`config.mk`:
```
export PLATFORM = sky130hd
export DESIGN_NAME = vcl_root_cell
export DESIGN_NICKNAME = d
export VERILOG_FILES = /design/src/rtl/vcl_pkg.sv /design/src/rtl/vcl_root_cell.sv
export SDC_FILE = /design/constraint.sdc
export NUM_CORES = 1
export LEC_CHECK = 0
export BUFFER_PORTS_ARGS = -buffer_cell sky130_fd_sc_hd__buf_4
export CAP_MARGIN = 20
export CORE_ASPECT_RATIO = 0.75
export CORE_MARGIN = 3
export CORE_UTILIZATION = 50
export CTS_CLUSTER_SIZE = 30
export DETAILED_ROUTE_END_ITERATION = 16
export PLACE_DENSITY = 0.86
export SYNTH_ARGS = -nofsm -noshare
export SYNTH_HDL_FRONTEND = slang
export SYNTH_SLANG_ARGS = --single-unit
```
`constraint.sdc`:
```
create_clock -name clock -period 14.1 [get_ports clock]
set_clock_uncertainty 0.15 [all_clocks]
set_input_delay 1.41 -clock clock [delete_from_list [all_inputs] [get_ports clock]]
set_output_delay 1.41 -clock clock [all_outputs]
set_load 0.005 [all_outputs]
```
`src/rtl/vcl_pkg.sv`:
```
`default_nettype none
// ----------------------------------------------------------------------------
// vcl_pkg
// Shared widths, types and register codes of the velocity command limiter.
// ----------------------------------------------------------------------------
package vcl_pkg;

   // value width of desired, measured and command fields (signed fixed point)
   localparam int VALUE_W = 24;
   // width of every limit register
   localparam int REG_W = 23;
   // working width of the limiting arithmetic
   localparam int CALC_W = ((VALUE_W > REG_W) ? VALUE_W : REG_W) + 3;
   // radicand and remainder widths of the square root chain
   localparam int RAD_W = 2 * VALUE_W;
   localparam int REM_W = VALUE_W + 1;

   localparam int REQ_BITS = 3 * VALUE_W + 1;
   localparam int REQ_TDATA_W = ((REQ_BITS + 7) / 8) * 8;
   localparam int RSP_TDATA_W = ((VALUE_W + 7) / 8) * 8;

   localparam int CSR_INDEX_W = 3;

   typedef enum logic [CSR_INDEX_W-1:0] {
      CSR_LIN_MAX_SPEED = 3'd0,
      CSR_LIN_MAX_STEP  = 3'd1,
      CSR_LIN_MIN_SPEED = 3'd2,
      CSR_ANG_MAX_RATE  = 3'd3,
      CSR_ANG_MAX_STEP  = 3'd4,
      CSR_ANG_MIN_RATE  = 3'd5
   } csr_index_type;

   localparam logic [REG_W-1:0] LIN_MAX_SPEED_RST = REG_W'(32768);
   localparam logic [REG_W-1:0] LIN_MAX_STEP_RST  = REG_W'(6554);
   localparam logic [REG_W-1:0] LIN_MIN_SPEED_RST = REG_W'(0);
   localparam logic [REG_W-1:0] ANG_MAX_RATE_RST  = REG_W'(65536);
   localparam logic [REG_W-1:0] ANG_MAX_STEP_RST  = REG_W'(13107);
   localparam logic [REG_W-1:0] ANG_MIN_RATE_RST  = REG_W'(0);

   typedef enum logic {
      MODE_LINEAR  = 1'b0,
      MODE_ANGULAR = 1'b1
   } mode_type;

   typedef struct packed {
      logic [REG_W-1:0] lin_max_speed;
      logic [REG_W-1:0] lin_max_step;
      logic [REG_W-1:0] lin_min_speed;
      logic [REG_W-1:0] ang_max_rate;
      logic [REG_W-1:0] ang_max_step;
      logic [REG_W-1:0] ang_min_rate;
   } cfg_type;

   // fields of a command that ride along the square root chain
   typedef struct packed {
      mode_type                   opcode;
      logic signed [VALUE_W-1:0]  desired;
      logic signed [VALUE_W-1:0]  measured_x;
   } item_type;

   // contents of one square root cell
   typedef struct packed {
      item_type             item;
      logic [RAD_W-1:0]     rad;
      logic [REM_W-1:0]     rem;
      logic [VALUE_W-1:0]   root;
   } root_data_type;

endpackage

`default_nettype wire

```
`src/rtl/vcl_root_cell.sv`:
```
`default_nettype none
// ----------------------------------------------------------------------------
// vcl_root_cell
// One cell of the square root chain: takes the top two radicand bits and
// settles one root bit by a trial subtract, then hands on to the next cell.
// ----------------------------------------------------------------------------
module vcl_root_cell (
   input  wire logic                    clock,
   input  wire logic                    reset,
   input  wire logic                    in_valid,
   input  wire vcl_pkg::root_data_type  in_data,
   output      logic                    in_ready,
   output      logic                    out_valid,
   output      vcl_pkg::root_data_type  out_data,
   input  wire logic                    out_ready
);

   localparam int V = vcl_pkg::VALUE_W;
   localparam int RW = vcl_pkg::RAD_W;
   localparam int MW = vcl_pkg::REM_W;

   logic                    valid_ff;
   vcl_pkg::root_data_type  data_ff, data_in;
   logic [MW:0]             rem_sh, trial, diff;
   logic                    fits;

   assign in_ready = !valid_ff || out_ready;

   assign rem_sh = {in_data.rem[MW-2:0], in_data.rad[RW-1:RW-2]};
   assign trial  = {in_data.root, 2'b01};
   assign diff   = rem_sh - trial;
   assign fits   = rem_sh >= trial;

   always_comb begin
      data_in.item = in_data.item;
      data_in.rad  = {in_data.rad[RW-3:0], 2'b00};
      if (fits) begin
         data_in.rem  = diff[MW-1:0];
         data_in.root = {in_data.root[V-2:0], 1'b1};
      end else begin
         data_in.rem  = rem_sh[MW-1:0];
         data_in.root = {in_data.root[V-2:0], 1'b0};
      end
   end

   always_ff @(posedge clock) begin
      if (reset) begin
         valid_ff <= 1'b0;
      end else if (in_ready) begin
         valid_ff <= in_valid;
      end
   end

   always_ff @(posedge clock) begin
      if (in_ready) begin
         data_ff <= data_in;
      end
   end

   assign out_valid = valid_ff;
   assign out_data  = data_ff;

   // remainder never exceeds twice the partial root
   a_rem_bound: assert property (@(posedge clock) disable iff (reset)
      valid_ff |-> data_ff.rem <= {data_ff.root, 1'b0})
      else $error("square root remainder out of bound");

endmodule

`default_nettype wire

```
# After elaboration in Yosys (flattened, before gate mapping)
# Cells that the tools add are included.
# Widths: inputs -> output; s select.
# word_totals
in_bits	150
ff_bits	145
output_inout_bits	148
wordCells	12
# classes
n_addsub	1
mux	1
n_reduce_logical	2
n_lt_le_gt_ge	1
# op_table
cell	count
$mux 49	1
$ge 26x26->1	1
$sub 25x25->25	1
$logic_not 1->1	1
$logic_or 1x1->1	1

# Depth between registers and ports, before layout
# logic_depth
depth_word	2
ltp_mapped	14
depth_no_buf	10

# Worst setup path before layout
# Ideal clock, no wire load.
# synth_timing
path_type	input to output
start	input out_ready
end	output in_ready
n_path_buf	0
arrival_ns	4.932
path_stages	1
setup_slack_ns	7.608
t_required_ns	12.540
path_cell_list	nand2b_1
# synth_between
elab_chain_len	1
# synth_lines
element	line	text
from (decl)	vcl_root_cell.sv:15	input wire logic out_ready
$logic_or 1x1->1	vcl_root_cell.sv:27	assign in_ready = !valid_ff || out_ready;
to (decl)	vcl_root_cell.sv:12	output logic in_ready,
# Every way passes these cells.

==> summary.md <==
| Metric | Value |
|---|---|
| Synth Area in Compound Gates | under 10% |
| Clock tree buffer depth | 2 |
| DP HPWL | 13,400 um |
| Initial antenna violation count | 0 |
| DR vias | about 4,600 |
| Die height | between 100 and 150 um |
| CTS Hold Buffers Added | 0 |
| DRT Pass-1 Iters | 5 |
| Post-Synth XOR/XNOR Area | approximately 2.8% |
| Crit path launch type | input pin |
| Mux contribution to synthesized area | 5.38% |
| Mapped Cells | 396 |
| Bufs and invs on worst path | 2 |
| Max VDD drop | about 0.00012 V |
| Antenna Cells | 0 |
| Area leader, netlist | edfxtp_1 |
| Worst-margin pin slew | around 1.0 ns |
| Synthesized area per cell | 15.6 sq um |
| DR DRC count | 0 |
| Initial Util | 52.3% |
| Tcrit/Tclk final | a little under a third |
| Vias in the first global route | 4,625 |
| Top cells by area, synth | edfxtp_1 70%, ha_1 5.3%, mux2_4 4.1% |
| Critical path's most frequent cell | a21oi_1 |
| Slew Viols, Final | 0 |
| P&R area growth vs syn | 47.6% |
| WL per Instance | 21.1 um |
| Seq/Total Area, Yosys | between 70% and 80% |
| Critical path required time | around 14 ns |
| Routed WL | 18,400 um |
| # rows | 34 |
| Simple logic cell fraction of the synthesized area | under 10% |
| Synth Register Bits | around 150 |
| WHS Endpoint | out_valid |
| Adder-cell area share of the yosys netlist | under 10% |
| CP max stage delay | between 0.6 and 0.7 ns |
| Highest Clock Rate | roughly 230 MHz |
| Die width | between 100 and 150 um |
| Outcome | finished clean |
| FF-to-FF End | out_data[41] |
| Top-area cell type share of the netlist area | 69.9% |
| Gr ovfl total | 0 |
| Clock-pin transition on the worst setup and hold timing paths | around 0.060 ns |
| Hold path depth | 2 |
| Slew HR | around 31% |
| PortBufs | a little under 300 |
| Synth top cells by count | 144 x edfxtp_1, 33 x inv_1, 26 x ha_1 |
| H-tree levels | 4 |
| Final setup fails | 0 |
| Die area | roughly 0.014 sq mm |
| Worst path cell trace | buf_4 -> inv_1 -> ha_1 -> o21ai_0 -> a211oi_1 -> a2111oi_0 -> o31ai_1 -> a21oi_1 -> a21oi_1 -> xnor2_1 -> mux2_4 |
| Leakage | 4.12 nW |
| CP arrival | about 4.3 ns |
| Vias per cell | ~5.2 |
| Clock Latency Late Sink | 0.41 ns |
| Num ports | around 300 |
| Family with the most delay on the worst path | compound AO/OA/AOI/OAI gates |
| Final setup TNS | 0 ns |
| RR Startpoint | out_valid |
| Detail Route Antenna Nets | 0 |
| Core box area | 0.0118 sq mm |
| First DRT Iteration DRCs | between 300 and 400 |
| Worst setup EP type | flop |
| Hold Crit Class | input pin to flop |
| CP Class | input pin to flop |
| CTS sink cnt | ~150 |
| Min-delay src | reset |
| Pwr Total | roughly 1.2 mW |
| Most used flip-flop cell after synthesis | edfxtp_1 |
| Top-count cell post-synth | edfxtp_1 |
| Critical path's slowest cell | o31ai_1 |
| Gr usage total | between 20% and 30% |
| First-pass GRT wire length | around 27,000 um |
| Synthesized area | between 0.006 and 0.007 sq mm |
| Final hold vios | 0 |
| Crit path max fanout | 4 |
| Root Driver | clkbuf_16 |
| R2R setup slack | about 12 ns |
| CTS tree | built |
| Synth unique cells | 48 |
| Ys async rst share | 0% |
| Fin nets | around 880 |
| Largest family of logic cells by synthesized area | compound AO/OA/AOI/OAI gates |
| R2r worst-path depth | 2 |
| Share of post-route cells with drive strength above 1 | approximately 50% |
| Total CTS buffers | 17 |
| Period minus WS final | about 4.3 ns |
| RSZ-0062 raised after global routing | no |
| Power Density | between 100 and 150 mW/mm^2 |
| Max Cap Viol | 0 |
| Largest net degree at the start of global routing | 80 |
| Fillcell total | around 720 |
| Routability congestion estimate from global placement | 0.890 |
| Post-CTS Resized | 0 |
| Number of flops mapped to enable cells by yosys | around 140 |
| Post CTS Setup Buffer Count | 0 |
| Synth warnings | 0 |
registers in the layout, summed over array words and instances (netlist names):
name       flops
out_data     144
out_valid      1
worst register-to-register path, cell delays in order (launching register included):
cell and delay, ns:
dfxtp_1 0.35, nand2b_4 0.71, buf_4 0.92
per-stage QoR:
step           setup slack, ns  util [%]  hold WS (ns)  cell area [sq um]  cells
4_1_cts                   9.87      77.1          1.00               9120    875
3_5_place_dp              9.46      72.1          1.06               8530    843
5_1_grt                   9.57      77.1         0.996               9120    875
3_3_place_gp              9.50      72.1          1.02               8530    843
6_report                  9.77      77.1          1.02               9120    875
2_1_floorplan             7.61         -          1.33               6190    397
cell usage in the layout (no fill, tap or decap), types with 2 or more instances in the layout:
cell        count
a211oi_1        4
a21o_1          8
a21oi_1        23
a221oi_1        2
a31oi_1         2
and2_1          2
buf_4         296
bufinv_16       2
clkbuf_16      17
clkinv_4        2
clkinvlp_4      2
conb_1          2
edfxtp_1      144
ha_1           26
inv_1          33
inv_6           6
inv_8           2
mux2_2          6
mux2_4         17
nand2_1        13
nand3_1         6
nand4_1         5
nor2_1         19
nor2b_1         2
nor3_1          6
o21a_1          5
o21ai_0        12
o31a_1          2
o31ai_1         3
or2_2           3
xnor2_1        16
xor2_1          4
where the power goes:
group,internal [mW],leakage (nW),switching [mW]
Combinational,0.113,2.34,0.0882
Sequential,0.519,1.50,0.0125
Clock,0.267,0.287,0.186
area by class of cell:
type,count,area [sq um],area share [%]
Clock buffer,18,429,4.70
Sequential cell,145,4340,47.6
Timing Repair Buffer,296,2220,24.4
Inverter,33,124,1.36
Tap cell,162,203,2.22
Multi-Input combinational cell,207,1630,17.9
Clock inverter,14,168,1.84
how the worst max path moves through the flow:
stage	depth (start not counted)	from	end	slack, ns
floorplan	1	out_ready	in_ready	7.61
global placement	11	in_data[0]	out_data[47]	9.50
detailed placement	11	in_data[0]	out_data[47]	9.46
CTS	11	in_data[0]	out_data[47]	9.87
global route	11	in_data[0]	out_data[47]	9.57
finish	11	in_data[0]	out_data[47]	9.77
per-layer routing:
| layer | GRT usage [%] | vias up | wire length, um |
|---|---|---|---|
| li1 | - | 2097 | - |
| met1 | 29.8 | 2237 | 6830 |
| met2 | 46.9 | 207 | 9680 |
| met3 | 10.1 | 21 | 1730 |
| met4 | 6.34 | 0 | 195 |
| met5 | 0 | - | 0 |
cell families (layout without fill, tap and decap cells):
kind of cell	Yosys count	count (layout)
AO/OA/AOI/OAI	71	71
XOR/XNOR	20	20
adder cells (fa/ha/maj)	26	26
buffers and inverters	45	361
flip-flops	145	145
multiplexers	24	24
other	1	2
AND/OR/NAND/NOR	64	64
No activity file was read; power rests on OpenSTA's default activity.
