`config.mk`:
```
export PLATFORM = sky130hd
export DESIGN_NAME = vcl_front
export DESIGN_NICKNAME = d
export VERILOG_FILES = /design/src/rtl/vcl_pkg.sv /design/src/rtl/vcl_front.sv
export SDC_FILE = /design/constraint.sdc
export NUM_CORES = 2
export LEC_CHECK = 0
export ABC_AREA = 1
export BUFFER_PORTS_ARGS = -buffer_cell sky130_fd_sc_hd__buf_2
export CORE_ASPECT_RATIO = 1.4
export CORE_MARGIN = 5
export CORE_UTILIZATION = 43
export CTS_CLUSTER_DIAMETER = 100
export CTS_CLUSTER_SIZE = 16
export DETAILED_ROUTE_END_ITERATION = 10
export PLACE_DENSITY_LB_ADDON = 0.15
export SLEW_MARGIN = 40
export SYNTH_ARGS = -nofsm -noshare
export SYNTH_HDL_FRONTEND = slang
export SYNTH_SLANG_ARGS = --single-unit
```
`constraint.sdc`:
```
create_clock -name clock -period 7.1 [get_ports clock]
set_input_delay 0.71 -clock clock [delete_from_list [all_inputs] [get_ports clock]]
set_output_delay 0.71 -clock clock [all_outputs]
set_load 0.01 [all_outputs]
```
`src/rtl/vcl_pkg.sv`:
```
`default_nettype none
// ----------------------------------------------------------------------------
// vcl_pkg
// Shared widths, types and register codes of the velocity command limiter.
// ----------------------------------------------------------------------------
package vcl_pkg;

   // value width of desired, measured and command fields (signed fixed point)
   localparam int VALUE_W = 24;
   // width of every limit register
   localparam int REG_W = 23;
   // working width of the limiting arithmetic
   localparam int CALC_W = ((VALUE_W > REG_W) ? VALUE_W : REG_W) + 3;
   // radicand and remainder widths of the square root chain
   localparam int RAD_W = 2 * VALUE_W;
   localparam int REM_W = VALUE_W + 1;

   localparam int REQ_BITS = 3 * VALUE_W + 1;
   localparam int REQ_TDATA_W = ((REQ_BITS + 7) / 8) * 8;
   localparam int RSP_TDATA_W = ((VALUE_W + 7) / 8) * 8;

   localparam int CSR_INDEX_W = 3;

   typedef enum logic [CSR_INDEX_W-1:0] {
      CSR_LIN_MAX_SPEED = 3'd0,
      CSR_LIN_MAX_STEP  = 3'd1,
      CSR_LIN_MIN_SPEED = 3'd2,
      CSR_ANG_MAX_RATE  = 3'd3,
      CSR_ANG_MAX_STEP  = 3'd4,
      CSR_ANG_MIN_RATE  = 3'd5
   } csr_index_type;

   localparam logic [REG_W-1:0] LIN_MAX_SPEED_RST = REG_W'(32768);
   localparam logic [REG_W-1:0] LIN_MAX_STEP_RST  = REG_W'(6554);
   localparam logic [REG_W-1:0] LIN_MIN_SPEED_RST = REG_W'(0);
   localparam logic [REG_W-1:0] ANG_MAX_RATE_RST  = REG_W'(65536);
   localparam logic [REG_W-1:0] ANG_MAX_STEP_RST  = REG_W'(13107);
   localparam logic [REG_W-1:0] ANG_MIN_RATE_RST  = REG_W'(0);

   typedef enum logic {
      MODE_LINEAR  = 1'b0,
      MODE_ANGULAR = 1'b1
   } mode_type;

   typedef struct packed {
      logic [REG_W-1:0] lin_max_speed;
      logic [REG_W-1:0] lin_max_step;
      logic [REG_W-1:0] lin_min_speed;
      logic [REG_W-1:0] ang_max_rate;
      logic [REG_W-1:0] ang_max_step;
      logic [REG_W-1:0] ang_min_rate;
   } cfg_type;

   // fields of a command that ride along the square root chain
   typedef struct packed {
      mode_type                   opcode;
      logic signed [VALUE_W-1:0]  desired;
      logic signed [VALUE_W-1:0]  measured_x;
   } item_type;

   // contents of one square root cell
   typedef struct packed {
      item_type             item;
      logic [RAD_W-1:0]     rad;
      logic [REM_W-1:0]     rem;
      logic [VALUE_W-1:0]   root;
   } root_data_type;

endpackage

`default_nettype wire

```
`src/rtl/vcl_front.sv`:
```
`default_nettype none
// ----------------------------------------------------------------------------
// vcl_front
// Unpacks a request beat and forms the sum of squares of the measured
// velocity over three stages: magnitudes, squares, sum.
// ----------------------------------------------------------------------------
module vcl_front (
   input  wire logic                                clock,
   input  wire logic                                reset,
   input  wire logic                                req_tvalid,
   output      logic                                req_tready,
   // opcode, desired, measured_x, measured_y, zero fill
   input  wire logic [vcl_pkg::REQ_TDATA_W-1:0]     req_tdata,
   output      logic                                out_valid,
   output      vcl_pkg::root_data_type              out_data,
   input  wire logic                                out_ready
);

   localparam int V = vcl_pkg::VALUE_W;

   vcl_pkg::item_type        item_req;
   logic signed [V-1:0]      meas_y;

   logic                     s1_valid_ff, s2_valid_ff, s3_valid_ff;
   logic                     move1, move2, move3;
   vcl_pkg::item_type        s1_item_ff, s2_item_ff, s3_item_ff;
   logic [V-1:0]             ax_ff, ay_ff, ax_in, ay_in;
   logic [2*V-1:0]           sqx_ff, sqy_ff, sqx_in, sqy_in;
   logic [2*V-1:0]           rad_ff, rad_in;

   assign item_req.opcode     = vcl_pkg::mode_type'(req_tdata[0]);
   assign item_req.desired    = req_tdata[V:1];
   assign item_req.measured_x = req_tdata[2*V:V+1];
   assign meas_y              = req_tdata[3*V:2*V+1];

   assign move3      = !s3_valid_ff || out_ready;
   assign move2      = !s2_valid_ff || move3;
   assign move1      = !s1_valid_ff || move2;
   assign req_tready = move1;

   // magnitude of the most negative value still fits unsigned
   assign ax_in  = item_req.measured_x[V-1] ? V'(-item_req.measured_x)
                                             : item_req.measured_x;
   assign ay_in  = meas_y[V-1] ? V'(-meas_y) : meas_y;
   assign sqx_in = ax_ff * ax_ff;
   assign sqy_in = ay_ff * ay_ff;
   assign rad_in = sqx_ff + sqy_ff;

   always_ff @(posedge clock) begin
      if (reset) begin
         s1_valid_ff <= 1'b0;
         s2_valid_ff <= 1'b0;
         s3_valid_ff <= 1'b0;
      end else begin
         if (move1) s1_valid_ff <= req_tvalid;
         if (move2) s2_valid_ff <= s1_valid_ff;
         if (move3) s3_valid_ff <= s2_valid_ff;
      end
   end

   always_ff @(posedge clock) begin
      if (move1) begin
         s1_item_ff <= item_req;
         ax_ff      <= ax_in;
         ay_ff      <= ay_in;
      end
      if (move2) begin
         s2_item_ff <= s1_item_ff;
         sqx_ff     <= sqx_in;
         sqy_ff     <= sqy_in;
      end
      if (move3) begin
         s3_item_ff <= s2_item_ff;
         rad_ff     <= rad_in;
      end
   end

   assign out_valid     = s3_valid_ff;
   assign out_data.item = s3_item_ff;
   assign out_data.rad  = rad_ff;
   assign out_data.rem  = '0;
   assign out_data.root = '0;

endmodule

`default_nettype wire

```
== Yosys cells after proc, flatten, opt, wreduce, memory -nomap -nowiden ==
Cells that the tools add are included.
Cells by class
  muxes and demuxes: 2
  multipliers: 2
  add/sub/neg operators: 3
  reduce and logical (&&, ||, !) cells: 6
Operators by type and width (number)
  24-bit by 24-bit multiplier with 48-bit output: 2
  48-bit adder: 1
  24-bit negator: 2
  23-bit 2-to-1 mux: 2
  1-bit zero test: 3
  1-bit logical OR: 3
Storage, ports and cells
  logic and storage cells: 32
  flip-flop bits (word level): 342
  bits of input ports: 84

== Logic depth before layout (Yosys ltp) ==
  word-level depth: 4
  mapped depth: 29
  gate-level depth less buffers: 29

== Least setup slack after synthesis ==
Ideal clock, no wire load.
  kind: input to register
  start point: in out_ready
  end point: reg s2_item_ff[0] (netlist bit), enable pin
  buffers on the path: 0
  slack: 0.767 ns
  data arrival time: 5.837 ns
  stages: 4
  cells stage by stage: inv_1 nand2_1 nor2_1 inv_1
On the way
  longest elaborated chain between the ends: 2
Ends and longest elaborated chain
  start, declared: line vcl_front.sv:16  | input wire logic out_ready
  1-bit logical OR: line vcl_front.sv:36  | assign move3 = !s3_valid_ff || out_ready;
  via move3: line vcl_front.sv:25  | logic move1, move2, move3;
  1-bit logical OR: line vcl_front.sv:37  | assign move2 = !s2_valid_ff || move3;
  via move2: line vcl_front.sv:25
  end signal, assigned: line vcl_front.sv:68  | s2_item_ff <= s1_item_ff;
  end, declared: line vcl_front.sv:26  | vcl_pkg::item_type s1_item_ff, s2_item_ff, s3_item_ff;
The timed path passes the listed nets, and every way through them passes these cells.
A chain may end at the register's enable or synchronous reset.

== Worst setup path after layout ==
  start point: reg ax_ff[2]
  end point: reg sqx_ff[37] (data pin)
On the way
  longest elaborated chain between the ends: 1
Ends and longest elaborated chain
  start, declared: line vcl_front.sv:27  | logic [V-1:0] ax_ff, ay_ff, ax_in, ay_in;
  start signal, assigned: line vcl_front.sv:64  | ax_ff <= ax_in;
  24-bit by 24-bit multiplier with 48-bit output: line vcl_front.sv:45  | assign sqx_in = ax_ff * ax_ff;
  via sqx_in[37]: line vcl_front.sv:28  | logic [2*V-1:0] sqx_ff, sqy_ff, sqx_in, sqy_in;
  end signal, assigned: line vcl_front.sv:69  | sqx_ff <= sqx_in;
  end, declared: line vcl_front.sv:28
The timed path passes the listed nets, and every way through them passes these cells.

==> impl_results.md <==
* Crit start category: register
* RSZ-0062 raised after global routing: no
* Crit Path Max Fanout at 13
* End of the critical path: sqx_ff[37]
* GPL Wtd Cong at 0.930
* Yosys cell types at 41
* Post-synthesis compound-gate area fraction at 1.63%
* Pin count of the biggest net entering global routing at 91
* Initial Util at 43.3%
* Ports at 232
* Vias in the first global route at 39440
* Yosys top cell area share at 33.2%
* Simple-gate area share of the yosys netlist at 17.0%
* Seq/Total Area, Yosys at 19.9%
* Worst EP required at 7.45 ns
* Core region area at 118000 sq um
* Cts repair resizes at 0
* Synth area leaders: fa_1 (33%), edfxtp_1 (20%), inv_1 (14%), nand2_1 (12%), ha_1 (9.9%)
* Final Hold Vio Count at 0
* Post-Syn Area per Cell at 8.32 sq um
* Reg2Reg Depth at 23
* # hold bufs at CTS at 0
* Fin crit share at 94.7%
* First-pass GRT wire length at 205 mm
* Final Setup Violations at 0
* DRC Markers at 0
* Main combinational cell family by area after synthesis: adder cells
* Adder-cell share of the synthesized area at 43.2%
* Die height at 417 microns
* H-Tree Depth at 1
* Initial antenna violation count at 0
* Setup TNS at 0 ns
* Number of placement rows at 149
* Vias per std cell at 4.62
* Die area at 125000 sq um
* Outcome: finished, final reports clean
* Worst EP arrival at 7.08 ns
* Slew margin rel. at 46.4%
* Overflow after GRT at 0
* Wire length per cell at 16.0 microns
* Quantity of I/O buffers inserted on ports at 175
* Largest area contributor in the netlist: fa_1
* Leading cell type by number of instances after synthesis: inv_1
* Worst-Margin Slew at 0.804 ns
* Chip width at 301 microns
* GRT Overall Usage at 20.6%
* Total number of vias at 36555
* Synth Warn # at 0
* First-pass DRT Iterations at 6
* Cells after synthesis at 6119
* Worst R2R Setup Slack at 0.38 ns
* Final Max Slew Viols at 0
* Share of layout cells above drive strength 1 at 6.43%
* Critical path type: reg -> reg
* CTS max path bufs at 3
* CP startpoint: ax_ff[2]
* Max-Cap Viols at 0
* Fillers at 11784
* Total CTS buffers at 29
* Mux cell area share after synthesis at 0%
* Minimum clock period at 6.72 ns
* Synth cell count leaders: inv_1 (1941), nand2_1 (1628), fa_1 (845)
* #FFs+latches synth at 338
* Cells after DPL at 7860
* Worst skew pair latency at 0.61 ns
* FMAX at 149 MHz
* Worst Setup End Kind: register
* Top FF cell, synth: edfxtp_1
* Post-Syn Area at 50900 sq um
* Worst Clk Skew at 0.0211 ns
* Nets at 7639
* R2r endpoint: sqx_ff[37]
* Synthesis-to-layout area growth at 7.67%
* CTS Root Buffer Type: clkbuf_16
* Reg-to-reg startpoint: ax_ff[2]
* DRT iter0 DRCs at 1471
* Detail Route Antenna Nets at 0
* CTS tree: built
* CTS Sinks at 338
* Final HPWL DP at 111 mm
* Clock-pin slew on the worst setup and hold paths at 0.07 ns
* Ys async rst share at 0%
* Fin cells at 7913
* Tightest Hold Check Type: in -> reg
* EDFF count, synth at 335
* Drt total wl at 127 mm
* Postcts setup bufs at 0
* XOR/XNOR Fraction of Synth Area at 2.41%
worst min-delay path by stage:
stage,startpoint,endpoint,slack [ns],depth (start not counted)
2_1_floorplan,s2_item_ff[3],out_data[100],0.40,0
3_3_place_gp,s1_item_ff[22],s2_item_ff[22],0.40,0
3_5_place_dp,s2_item_ff[11],out_data[108],0.40,0
4_1_cts,req_tdata[1],s1_item_ff[24],0.24,1
5_1_grt,req_tdata[19],s1_item_ff[42],0.26,1
6_report,req_tdata[8],s1_item_ff[31],0.29,1
per-stage QoR:
step	utilization [%]	hold WS, ns	worst slack (ns)	cell area, sq um
2_1_floorplan	-	0.400	0.767	51100
3_3_place_gp	45.8	0.400	0.332	53900
3_5_place_dp	45.8	0.405	0.357	53900
4_1_cts	46.6	0.238	0.314	54800
5_1_grt	46.6	0.256	0.0130	54800
6_report	46.6	0.289	0.378	54800
cell usage in the layout (no fill, tap or decap), drive strengths merged, types with 39 or more instances in the layout:
cell type / n
clkbuf: 42
conb: 49
inv: 1954
fa: 845
xnor2: 39
a21oi: 93
ha: 404
buf: 260
nand2: 1648
nor2: 293
nand3: 129
xor2: 101
edfxtp: 335
flip-flops by register name (all words and copies together) (netlist names):
| name | count |
|---|---|
| sqx_ff | 46 |
| s1_valid_ff | 1 |
| ax_ff | 23 |
| s2_item_ff | 49 |
| s1_item_ff | 49 |
| sqy_ff | 47 |
| out_valid | 1 |
| rad_ff | 48 |
| ay_ff | 24 |
| s2_valid_ff | 1 |
| out_data | 49 |
worst max-delay path, stage by stage (launching register included):
cell	delay, ns
edfxtp_1	0.81
nand2_1	0.23
fa_1	0.57
inv_1	0.05
fa_1	0.53
inv_1	0.06
fa_1	0.52
fa_1	0.53
inv_1	0.06
fa_1	0.51
fa_1	0.51
inv_1	0.05
fa_1	0.49
inv_1	0.05
ha_1	0.35
nand2_1	0.13
inv_1	0.09
nand2_1	0.05
nor2_1	0.21
nand4_1	0.20
nand3_2	0.17
nand2_1	0.10
nand3_1	0.08
nand2_1	0.08
metal layers:
metal / vias up / part of all wire [%] / wire (microns) / global-route usage, %
met3: 212 / 2.9 / 3660 / 1.57
li1: 17832 / - / - / -
met4: 0 / 4.0 / 5020 / 6.52
met5: - / 0 / 0 / 0
met1: 17874 / 37 / 47300 / 22.8
met2: 637 / 56 / 70700 / 41.1
final cells by class:
class                      count  area [sq um]  share of cell area [%]
antenna                        1          2.50                 0.00457
timing repair buffer         260          1580                    2.88
inverter                    1952          7330                    13.4
clock buffer                  42           774                    1.41
clock inverter                10           121                   0.221
multi-input combinational   3725         32900                    60.0
sequential                   338         10100                    18.5
tap                         1585          1980                    3.62
cell families (layout without fill, tap and decap cells):
group	after synthesis	count (layout)
and+or+nand+nor	2138	2138
buffers and inverters	2104	2264
adders and majority gates	1249	1249
DFF	338	338
AOI/OAI and AO/OA	149	149
xor gates and xnor gates	140	140
other	1	50
Power is not shown: default switching activity piles up to over one toggle a cycle in this logic, so the estimate is an artifact.
