--- config.mk ---
export PLATFORM = sky130hd
export DESIGN_NAME = vcl_limit
export DESIGN_NICKNAME = d
export VERILOG_FILES = /design/src/rtl/vcl_pkg.sv /design/src/rtl/vcl_limit.sv
export SDC_FILE = /design/constraint.sdc
export NUM_CORES = 1
export LEC_CHECK = 0
export ABC_AREA = 1
export BUFFER_PORTS_ARGS = -buffer_cell sky130_fd_sc_hd__buf_2
export CAP_MARGIN = 15
export CORE_ASPECT_RATIO = 1.25
export CORE_MARGIN = 10
export CORE_UTILIZATION = 63
export CTS_CLUSTER_DIAMETER = 80
export DETAILED_ROUTE_END_ITERATION = 6
export PLACE_DENSITY_LB_ADDON = 0.2
export SLEW_MARGIN = 20
export SYNTH_ARGS = -nofsm -noshare
export SYNTH_HDL_FRONTEND = slang
export SYNTH_SLANG_ARGS = --single-unit
export TNS_END_PERCENT = 50
--- constraint.sdc ---
create_clock -name clock -period 13.65 [get_ports clock]
set_input_delay 2.73 -clock clock [delete_from_list [all_inputs] [get_ports clock]]
set_output_delay 2.73 -clock clock [all_outputs]
set_load 0.02 [all_outputs]
--- src/rtl/vcl_pkg.sv ---
`default_nettype none
// ----------------------------------------------------------------------------
// vcl_pkg
// Shared widths, types and register codes of the velocity command limiter.
// ----------------------------------------------------------------------------
package vcl_pkg;

   // value width of desired, measured and command fields (signed fixed point)
   localparam int VALUE_W = 24;
   // width of every limit register
   localparam int REG_W = 23;
   // working width of the limiting arithmetic
   localparam int CALC_W = ((VALUE_W > REG_W) ? VALUE_W : REG_W) + 3;
   // radicand and remainder widths of the square root chain
   localparam int RAD_W = 2 * VALUE_W;
   localparam int REM_W = VALUE_W + 1;

   localparam int REQ_BITS = 3 * VALUE_W + 1;
   localparam int REQ_TDATA_W = ((REQ_BITS + 7) / 8) * 8;
   localparam int RSP_TDATA_W = ((VALUE_W + 7) / 8) * 8;

   localparam int CSR_INDEX_W = 3;

   typedef enum logic [CSR_INDEX_W-1:0] {
      CSR_LIN_MAX_SPEED = 3'd0,
      CSR_LIN_MAX_STEP  = 3'd1,
      CSR_LIN_MIN_SPEED = 3'd2,
      CSR_ANG_MAX_RATE  = 3'd3,
      CSR_ANG_MAX_STEP  = 3'd4,
      CSR_ANG_MIN_RATE  = 3'd5
   } csr_index_type;

   localparam logic [REG_W-1:0] LIN_MAX_SPEED_RST = REG_W'(32768);
   localparam logic [REG_W-1:0] LIN_MAX_STEP_RST  = REG_W'(6554);
   localparam logic [REG_W-1:0] LIN_MIN_SPEED_RST = REG_W'(0);
   localparam logic [REG_W-1:0] ANG_MAX_RATE_RST  = REG_W'(65536);
   localparam logic [REG_W-1:0] ANG_MAX_STEP_RST  = REG_W'(13107);
   localparam logic [REG_W-1:0] ANG_MIN_RATE_RST  = REG_W'(0);

   typedef enum logic {
      MODE_LINEAR  = 1'b0,
      MODE_ANGULAR = 1'b1
   } mode_type;

   typedef struct packed {
      logic [REG_W-1:0] lin_max_speed;
      logic [REG_W-1:0] lin_max_step;
      logic [REG_W-1:0] lin_min_speed;
      logic [REG_W-1:0] ang_max_rate;
      logic [REG_W-1:0] ang_max_step;
      logic [REG_W-1:0] ang_min_rate;
   } cfg_type;

   // fields of a command that ride along the square root chain
   typedef struct packed {
      mode_type                   opcode;
      logic signed [VALUE_W-1:0]  desired;
      logic signed [VALUE_W-1:0]  measured_x;
   } item_type;

   // contents of one square root cell
   typedef struct packed {
      item_type             item;
      logic [RAD_W-1:0]     rad;
      logic [REM_W-1:0]     rem;
      logic [VALUE_W-1:0]   root;
   } root_data_type;

endpackage

`default_nettype wire

--- src/rtl/vcl_limit.sv ---
`default_nettype none
// ----------------------------------------------------------------------------
// vcl_limit
// Clamps the desired value, limits its step from the measured value and
// clamps the command magnitude, over four stages ending in the result beat.
// ----------------------------------------------------------------------------
module vcl_limit (
   input  wire logic                            clock,
   input  wire logic                            reset,
   input  wire vcl_pkg::cfg_type                cfg,
   input  wire logic                            in_valid,
   input  wire vcl_pkg::root_data_type          in_data,
   output      logic                            in_ready,
   output      logic                            rsp_tvalid,
   input  wire logic                            rsp_tready,
   // command, zero fill
   output      logic [vcl_pkg::RSP_TDATA_W-1:0] rsp_tdata
);

   localparam int V = vcl_pkg::VALUE_W;
   localparam int C = vcl_pkg::CALC_W;
   localparam int R = vcl_pkg::REG_W;
   localparam logic signed [C-1:0] OUT_HI = {{(C-V+1){1'b0}}, {(V-1){1'b1}}};
   localparam logic signed [C-1:0] OUT_LO = {{(C-V+1){1'b1}}, {(V-1){1'b0}}};

   logic                  v1_ff, v2_ff, v3_ff, v4_ff;
   logic                  move1, move2, move3, move4;
   vcl_pkg::mode_type     op1_ff, op2_ff, op3_ff;
   logic signed [C-1:0]   meas1_ff, meas1_in, des1_ff, des1_in;
   logic signed [C-1:0]   meas2_ff, inc2_ff, inc2_in;
   logic signed [C-1:0]   cmd3_ff, cmd3_in;
   logic signed [C-1:0]   cmd4_in, lim4;
   logic [V-1:0]          cmd4_ff;
   logic signed [C-1:0]   des_x, vmax1, step2, diff2, vmax4, vmin4;
   logic                  angular1, angular2, angular4;

   assign move4    = !v4_ff || rsp_tready;
   assign move3    = !v3_ff || move4;
   assign move2    = !v2_ff || move3;
   assign move1    = !v1_ff || move2;
   assign in_ready = move1;

   // stage 1: measured value and desired clamp
   assign angular1 = in_data.item.opcode == vcl_pkg::MODE_ANGULAR;
   assign des_x    = {{(C-V){in_data.item.desired[V-1]}}, in_data.item.desired};
   assign vmax1    = angular1 ? {{(C-R){1'b0}}, cfg.ang_max_rate}
                              : {{(C-R){1'b0}}, cfg.lin_max_speed};

   always_comb begin
      if (angular1) begin
         meas1_in = {{(C-V){in_data.item.measured_x[V-1]}}, in_data.item.measured_x};
      end else begin
         meas1_in = {{(C-V){1'b0}}, in_data.root};
      end
      if (des_x > vmax1) begin
         des1_in = vmax1;
      end else if (des_x < -vmax1) begin
         des1_in = -vmax1;
      end else begin
         des1_in = des_x;
      end
   end

   // stage 2: step limit
   assign angular2 = op1_ff == vcl_pkg::MODE_ANGULAR;
   assign step2    = angular2 ? {{(C-R){1'b0}}, cfg.ang_max_step}
                              : {{(C-R){1'b0}}, cfg.lin_max_step};
   assign diff2    = des1_ff - meas1_ff;

   always_comb begin
      if (diff2 > step2) begin
         inc2_in = step2;
      end else if (diff2 < -step2) begin
         inc2_in = -step2;
      end else begin
         inc2_in = diff2;
      end
   end

   // stage 3: stepped command
   assign cmd3_in = meas2_ff + inc2_ff;

   // stage 4: magnitude clamp, zero goes to plus the minimum
   assign angular4 = op3_ff == vcl_pkg::MODE_ANGULAR;
   assign vmax4    = angular4 ? {{(C-R){1'b0}}, cfg.ang_max_rate}
                              : {{(C-R){1'b0}}, cfg.lin_max_speed};
   assign vmin4    = angular4 ? {{(C-R){1'b0}}, cfg.ang_min_rate}
                              : {{(C-R){1'b0}}, cfg.lin_min_speed};

   always_comb begin
      if (cmd3_ff > vmax4) begin
         lim4 = vmax4;
      end else if (cmd3_ff < -vmax4) begin
         lim4 = -vmax4;
      end else if (cmd3_ff >= 0 && cmd3_ff < vmin4) begin
         lim4 = vmin4;
      end else if (cmd3_ff < 0 && cmd3_ff > -vmin4) begin
         lim4 = -vmin4;
      end else begin
         lim4 = cmd3_ff;
      end
      if (lim4 > OUT_HI) begin
         cmd4_in = OUT_HI;
      end else if (lim4 < OUT_LO) begin
         cmd4_in = OUT_LO;
      end else begin
         cmd4_in = lim4;
      end
   end

   always_ff @(posedge clock) begin
      if (reset) begin
         v1_ff <= 1'b0;
         v2_ff <= 1'b0;
         v3_ff <= 1'b0;
         v4_ff <= 1'b0;
      end else begin
         if (move1) v1_ff <= in_valid;
         if (move2) v2_ff <= v1_ff;
         if (move3) v3_ff <= v2_ff;
         if (move4) v4_ff <= v3_ff;
      end
   end

   always_ff @(posedge clock) begin
      if (move1) begin
         op1_ff   <= in_data.item.opcode;
         meas1_ff <= meas1_in;
         des1_ff  <= des1_in;
      end
      if (move2) begin
         op2_ff   <= op1_ff;
         meas2_ff <= meas1_ff;
         inc2_ff  <= inc2_in;
      end
      if (move3) begin
         op3_ff  <= op2_ff;
         cmd3_ff <= cmd3_in;
      end
      if (move4) begin
         cmd4_ff <= cmd4_in[V-1:0];
      end
   end

   assign rsp_tvalid = v4_ff;
   assign rsp_tdata  = {{(vcl_pkg::RSP_TDATA_W-V){1'b0}}, cmd4_ff};

   // linear speed comes from the root and is never negative
   a_lin_meas_pos: assert property (@(posedge clock) disable iff (reset)
      v1_ff && op1_ff == vcl_pkg::MODE_LINEAR |-> meas1_ff >= 0)
      else $error("negative linear speed");

   // a full output stage that is not taken holds back the stage before it
   a_stall: assert property (@(posedge clock) disable iff (reset)
      v4_ff && !rsp_tready && v3_ff |=> v3_ff && v4_ff)
      else $error("command lost under stall");

endmodule

`default_nettype wire

* After elaboration in Yosys (flattened, before gate mapping) *
Cells that the tools add are included.
W data, S select, Z words.

cells by class
  add/subtract/negate cells = 6
  multiply operators = 0
  divide/modulo/power cells = 0
  magnitude comparators = 12
  equality and inequality tests = 0
  shifts and indexed selects = 0
  multiplexer cells = 14
  bitwise gates (word level) = 0
  reductions and logical operators = 10

operator list
  kind                    number
  $mux W27                8
  $neg A23 Y27            4
  $mux W23                4
  $gt A27 B24 Y1          2
  $lt A27 B27 Y1          2
  $mux W24                2
  $add A25 B27 Y27        1
  $ge A27 B1 Y1 const B   1
  $gt A27 B24 Y1 const B  1
  $gt A27 B27 Y1          1
  $lt A24 B27 Y1          1
  $lt A27 B1 Y1 const B   1
  $lt A27 B24 Y1          1
  $lt A27 B24 Y1 const B  1
  $sub A27 B25 Y27        1
  $gt A24 B24 Y1          1
  $logic_not A1 Y1        4
  $logic_or A1 B1 Y1      4
  $logic_and A1 B1 Y1     2

storage, ports and cells
  flip-flop bits (word level) = 162
  latch bits = 0
  bits in writable memories = 0
  memory bits (read-only) = 0
  bits of input ports = 288
  output and inout bits = 26
  logic and storage cells = 56
  memories kept = 0

* Depth between registers and ports, before layout *
  depth after elaboration = 10
  depth in mapped cells = 36
  gate-level depth less buffers = 33

* Least setup slack after synthesis *
No wires, ideal clock.

  kind = in2out
  from = input rsp_tready
  to = output in_ready
  arrival time = 5.391 ns
  data required time = 10.920 ns
  slack = 5.529 ns
  cell stages on the path = 6
  buffers on the path = 0
  cell sequence = nor2_1 > inv_1 > nor2_1 > inv_1 > nor2_1 > nand2_1

between the ends
  word-level cells in the longest chain between the ends = 4

ends and longest elaborated chain
  element             line             source
  start: declaration  vcl_limit.sv:15  input wire logic rsp_tready,
  $logic_or A1 B1 Y1  vcl_limit.sv:37  assign move4 = !v4_ff || rsp_tready;
  net move4           vcl_limit.sv:27  logic move1, move2, move3, move4;
  $logic_or A1 B1 Y1  vcl_limit.sv:38  assign move3 = !v3_ff || move4;
  net move3           vcl_limit.sv:27
  $logic_or A1 B1 Y1  vcl_limit.sv:39  assign move2 = !v2_ff || move3;
  $logic_or A1 B1 Y1  vcl_limit.sv:40  assign move1 = !v1_ff || move2;
  end: declaration    vcl_limit.sv:13  output logic in_ready,

The timed path passes the listed nets, and every way through them passes these cells.

* Worst setup path after layout *
  from = input in_data[145] in the netlist's numbering
  to = register des1_ff[18] (data pin)

between the ends
  word-level cells in the longest chain between the ends = 5
  elaborated cells on any way between the ends = 6
  classes of those cells = add/sub: 1; order compare: 2; mux: 3

ends and longest elaborated chain
  element                 line                              source
  start: declaration      vcl_limit.sv:12                   input wire vcl_pkg::root_data_type in_data,
  $mux W23 *              vcl_limit.sv:46                   assign vmax1 = angular1 ? {{(C-R){1'b0}}, cfg.ang_max_rate}
  $neg A23 Y27            vcl_limit.sv:57, vcl_limit.sv:58
  $lt A24 B27 Y1          vcl_limit.sv:57                   end else if (des_x < -vmax1) begin
  $mux W27                vcl_limit.sv:57
  $mux W27 *              vcl_limit.sv:55                   if (des_x > vmax1) begin
  net des1_in[18]         vcl_limit.sv:29                   logic signed [C-1:0] meas1_ff, meas1_in, des1_ff, des1_in;
  end signal: assignment  vcl_limit.sv:129                  des1_ff <= des1_in;
  end: declaration        vcl_limit.sv:29

The timed path passes the listed nets; every way through them passes the cells marked *.
A chain may end at the register's enable or synchronous reset.

==> results.json <==
{
  "yosysTopAreaCell": "edfxtp_1",
  "ctsHoldBuffers": 0,
  "synthArstFlopShare": 0,
  "syn-cell-area_sq_mm": 0.0187,
  "cts_buffers": 17,
  "violations": "DRC",
  "postPlaceCellArea_sq_mm": 0.0201,
  "clockBufferDepth": 2,
  "fin_nets": 3354,
  "required_ps": 13810,
  "cp-end-kind": "flip-flop",
  "p_int_w": 0.00171,
  "timing.rr.start": "angular4$_DFFE_PP_",
  "grt_pass1_vias": 18572,
  "synthCells": 2602,
  "final_cell_mix": "nand2_1 (660), inv_1 (358), ha_1 (252), buf_2 (240), a21oi_1 (173)",
  "drtPass1Iterations": 7,
  "gp_congestion": 1.04,
  "synthDistinctLibCells": 58,
  "maxSlewViolCount": 0,
  "period_share": 0.642,
  "outcome": "complete, but fails checks",
  "setup_viol": 0,
  "clk_latency_ps": 440,
  "reg2regPathDepth": 29,
  "dpl.hpwl_microns": 52200,
  "cap_violations": 0,
  "row_count": 70,
  "synth_fa_ha_area_frac": 0.170,
  "grt_pass1_wl_microns": 97000,
  "final_common_cell": "nand2_1",
  "antenna_left": 0,
  "synthToLayoutAreaGrowth_pct": 10.9,
  "cts_setup_buffers": 0,
  "synth.area.top_cells": "edfxtp_1 (25%), ha_1 (17%), nand2_1 (13%)",
  "n_fill_cell": 2498,
  "ys_seq_area_frac": 0.257,
  "clock_skew_ps": 18.7,
  "drc_errors": 9,
  "track_usage": 0.332,
  "drtIter0Drc": 1635,
  "critPathMaxStageDelay_ps": 1100,
  "worst_slew_pin_slew_ps": 1180,
  "p_leak_nw": 10.6,
  "grt_max_degree": 73,
  "pwr_density_cell_mw_per_mm2": 166,
  "worst-r2r-setup-slack_ps": 6300,
  "ios": 314,
  "max_freq_mhz": 114,
  "syn_area_per_cell_sq_um": 7.20,
  "coreArea_sq_mm": 0.0293,
  "pwr-share-clk": 0.147,
  "p_comb_frac": 0.592,
  "synth_ff_type": "edfxtp_1",
  "cts_sinks": 162,
  "synth_top_family_by_area": "simple AND/OR/NAND/NOR gates",
  "dieArea_sq_mm": 0.0371,
  "min_period_ps": 8770,
  "via_per_inst": 5.85,
  "cp_max_fo": 72,
  "crit_type": "in -> reg",
  "synthSimpleGateAreaFrac": 0.268,
  "drive_gt1_frac": 0.140,
  "cts_resized": 0,
  "wl_per_cell_microns": 19.8,
  "synth_seq_cells": 162,
  "critPathCapture": "des1_ff[18]$_DFFE_PP_",
  "finish.instance_area_sq_mm": 0.0208,
  "power.switching_w": 0.00173,
  "overflow": 0,
  "synth_top_area_frac": 0.253,
  "synthXorXnorAreaFrac": 0.0537,
  "maxSlewHeadroom": 0.206,
  "syn-num-nets": 3144,
  "critPathMostFrequentCell": "nand3_1",
  "routed_wl_microns": 63900,
  "seqPwrFrac": 0.262,
  "ctsRootBufferMaster": "clkbuf_16",
  "cp-start-kind": "input port",
  "cts_tree": "built",
  "cts.clk_slew.worst_paths_ps": 80,
  "min_path_type": "reg -> reg",
  "start_util": 0.639,
  "arrival_ps": 8920,
  "ys.warnings.count": 0,
  "p_sw_frac": 0.503,
  "antenna_found_initial": 1,
  "die_w_microns": 174,
  "synth_compound_area_frac": 0.140,
  "startpoint": "in_data[145]",
  "fin_tns_setup_ps": 0,
  "path_cells": "buf_2, buf_4, nand2_1, o21ai_1, ha_1, nand3_1, nor3_2, nand3_1, nor4_1, nand4_1, nor3_1, nand3_1, nor2_1, ha_1, a21oi_1, o221ai_1, a21oi_1, nand3b_1, nand2_1, nand2_1, nand3_1, o21ai_0",
  "grt_setup_unrepaired": "false",
  "htreeDepth": 4,
  "crit_slowest_cell": "nand2_1",
  "vias": 18856,
  "portBuffers": 240,
  "synth_edf_count": 158,
  "synthMuxAreaShare": 0.0138,
  "peakVddDrop_v": 0.000116,
  "rr_endpoint": "rsp_tdata[6]$_SDFFCE_PN1P_",
  "die_y_microns": 213,
  "finalHoldViolations": 0
}
==> registers in the layout (all words and copies together) (netlist names) <==
name,cells
des1_ff,27
v1_ff,1
inc2_ff,27
rsp_tvalid,1
meas2_ff,25
rsp_tdata,24
angular4,1
v3_ff,1
cmd3_ff,27
meas1_ff,25
v2_ff,1
angular2,1
op2_ff,1
==> per-layer routing <==
| layer | vias up | wire (microns) | GRT usage |
|---|---|---|---|
| li1 | 9159 | - | - |
| met1 | 8597 | 22000 | 0.321 |
| met2 | 842 | 32900 | 0.620 |
| met3 | 258 | 3420 | 0.0433 |
| met4 | 0 | 5510 | 0.273 |
| met5 | - | 0 | 0 |
==> worst max-delay path, delay by kind of cell <==
family	cells	cell delay, ps
AOI/OAI and AO/OA	5	940
and+or+nand+nor	13	3900
adders and majority gates	2	590
buffers and inverters	2	710
==> power by group through the flow <==
stage | Clock, W | Combinational [W] | Sequential [W]
6_report | 0.000506 | 0.00204 | 0.000902
5_1_grt | 0.000525 | 0.00226 | 0.000910
4_1_cts | 0.000507 | 0.00199 | 0.000896
3_5_place_dp | 0 | 0.00197 | 0.000906
3_3_place_gp | 0 | 0.00191 | 0.000898
2_1_floorplan | 0 | 0.00135 | 0.000891
==> final cells by class <==
| class | count | area (sq um) | share of cell area |
|---|---|---|---|
| antenna | 1 | 2.50 | 0.000120 |
| clock inverter | 15 | 210 | 0.0101 |
| multi-input combinational | 2002 | 12100 | 0.583 |
| sequential | 162 | 4820 | 0.232 |
| inverter | 376 | 1420 | 0.0681 |
| clock buffer | 17 | 425 | 0.0205 |
| tap | 396 | 495 | 0.0238 |
| timing repair buffer | 253 | 1300 | 0.0625 |
==> logic make-up after synthesis <==
kind of cell / Yosys count
adder cells (fa/ha/maj): 254
XOR/XNOR: 115
multiplexers: 23
flip-flops: 162
AND/OR/NAND/NOR: 1153
AO/OA/AOI/OAI: 457
buffers and inverters: 438
==> worst min-delay path by stage <==
stage | start | end | slack (ps) | depth (start not counted)
floorplan | op2_ff$_DFFE_PP_ | angular4$_DFFE_PP_ | 400 | 0
global placement | meas1_ff[8]$_DFFE_PP_ | meas2_ff[8]$_DFFE_PP_ | 440 | 0
detailed placement | meas1_ff[9]$_DFFE_PP_ | meas2_ff[9]$_DFFE_PP_ | 440 | 0
CTS | v3_ff$_SDFFE_PP0P_ | rsp_tvalid$_SDFFE_PP0P_ | 460 | 2
global route | meas1_ff[21]$_DFFE_PP_ | meas2_ff[21]$_DFFE_PP_ | 460 | 0
finish | v3_ff$_SDFFE_PP0P_ | rsp_tvalid$_SDFFE_PP0P_ | 460 | 2
==> stage by stage <==
| step | hold slack, ps | setup WS, ps | power (W) | utilization | cells |
|---|---|---|---|---|---|
| 6_report | 455 | 4880 | 0.00345 | 0.708 | 3222 |
| 5_1_grt | 465 | 4480 | 0.00369 | 0.708 | 3221 |
| 4_1_cts | 456 | 5110 | 0.00339 | 0.708 | 3221 |
| 3_5_place_dp | 439 | 4650 | 0.00287 | 0.687 | 3189 |
| 3_3_place_gp | 437 | 4930 | 0.00280 | 0.687 | 3189 |
| 2_1_floorplan | 400 | 5530 | 0.00224 | - | 2602 |
==> Yosys cell counts, types with 8 or more instances <==
library cell and number:
xor2_1 95, mux2_2 23, inv_2 14, inv_1 359, a21o_1 12, buf_6 13, nand3_1 169, a21oi_1 173
nor2_2 15, o21ai_0 145, nor2_1 172, o21ai_1 42, nor4_1 13, o21a_1 12, o21bai_1 8, o21ai_2 18
buf_2 14, nor3_1 30, edfxtp_1 158, xnor2_1 20, o211ai_1 16, nand2_1 661, ha_1 252, clkbuf_1 26
nand3b_1 8, nand4_1 50
No activity file was read; power rests on OpenSTA's default activity.
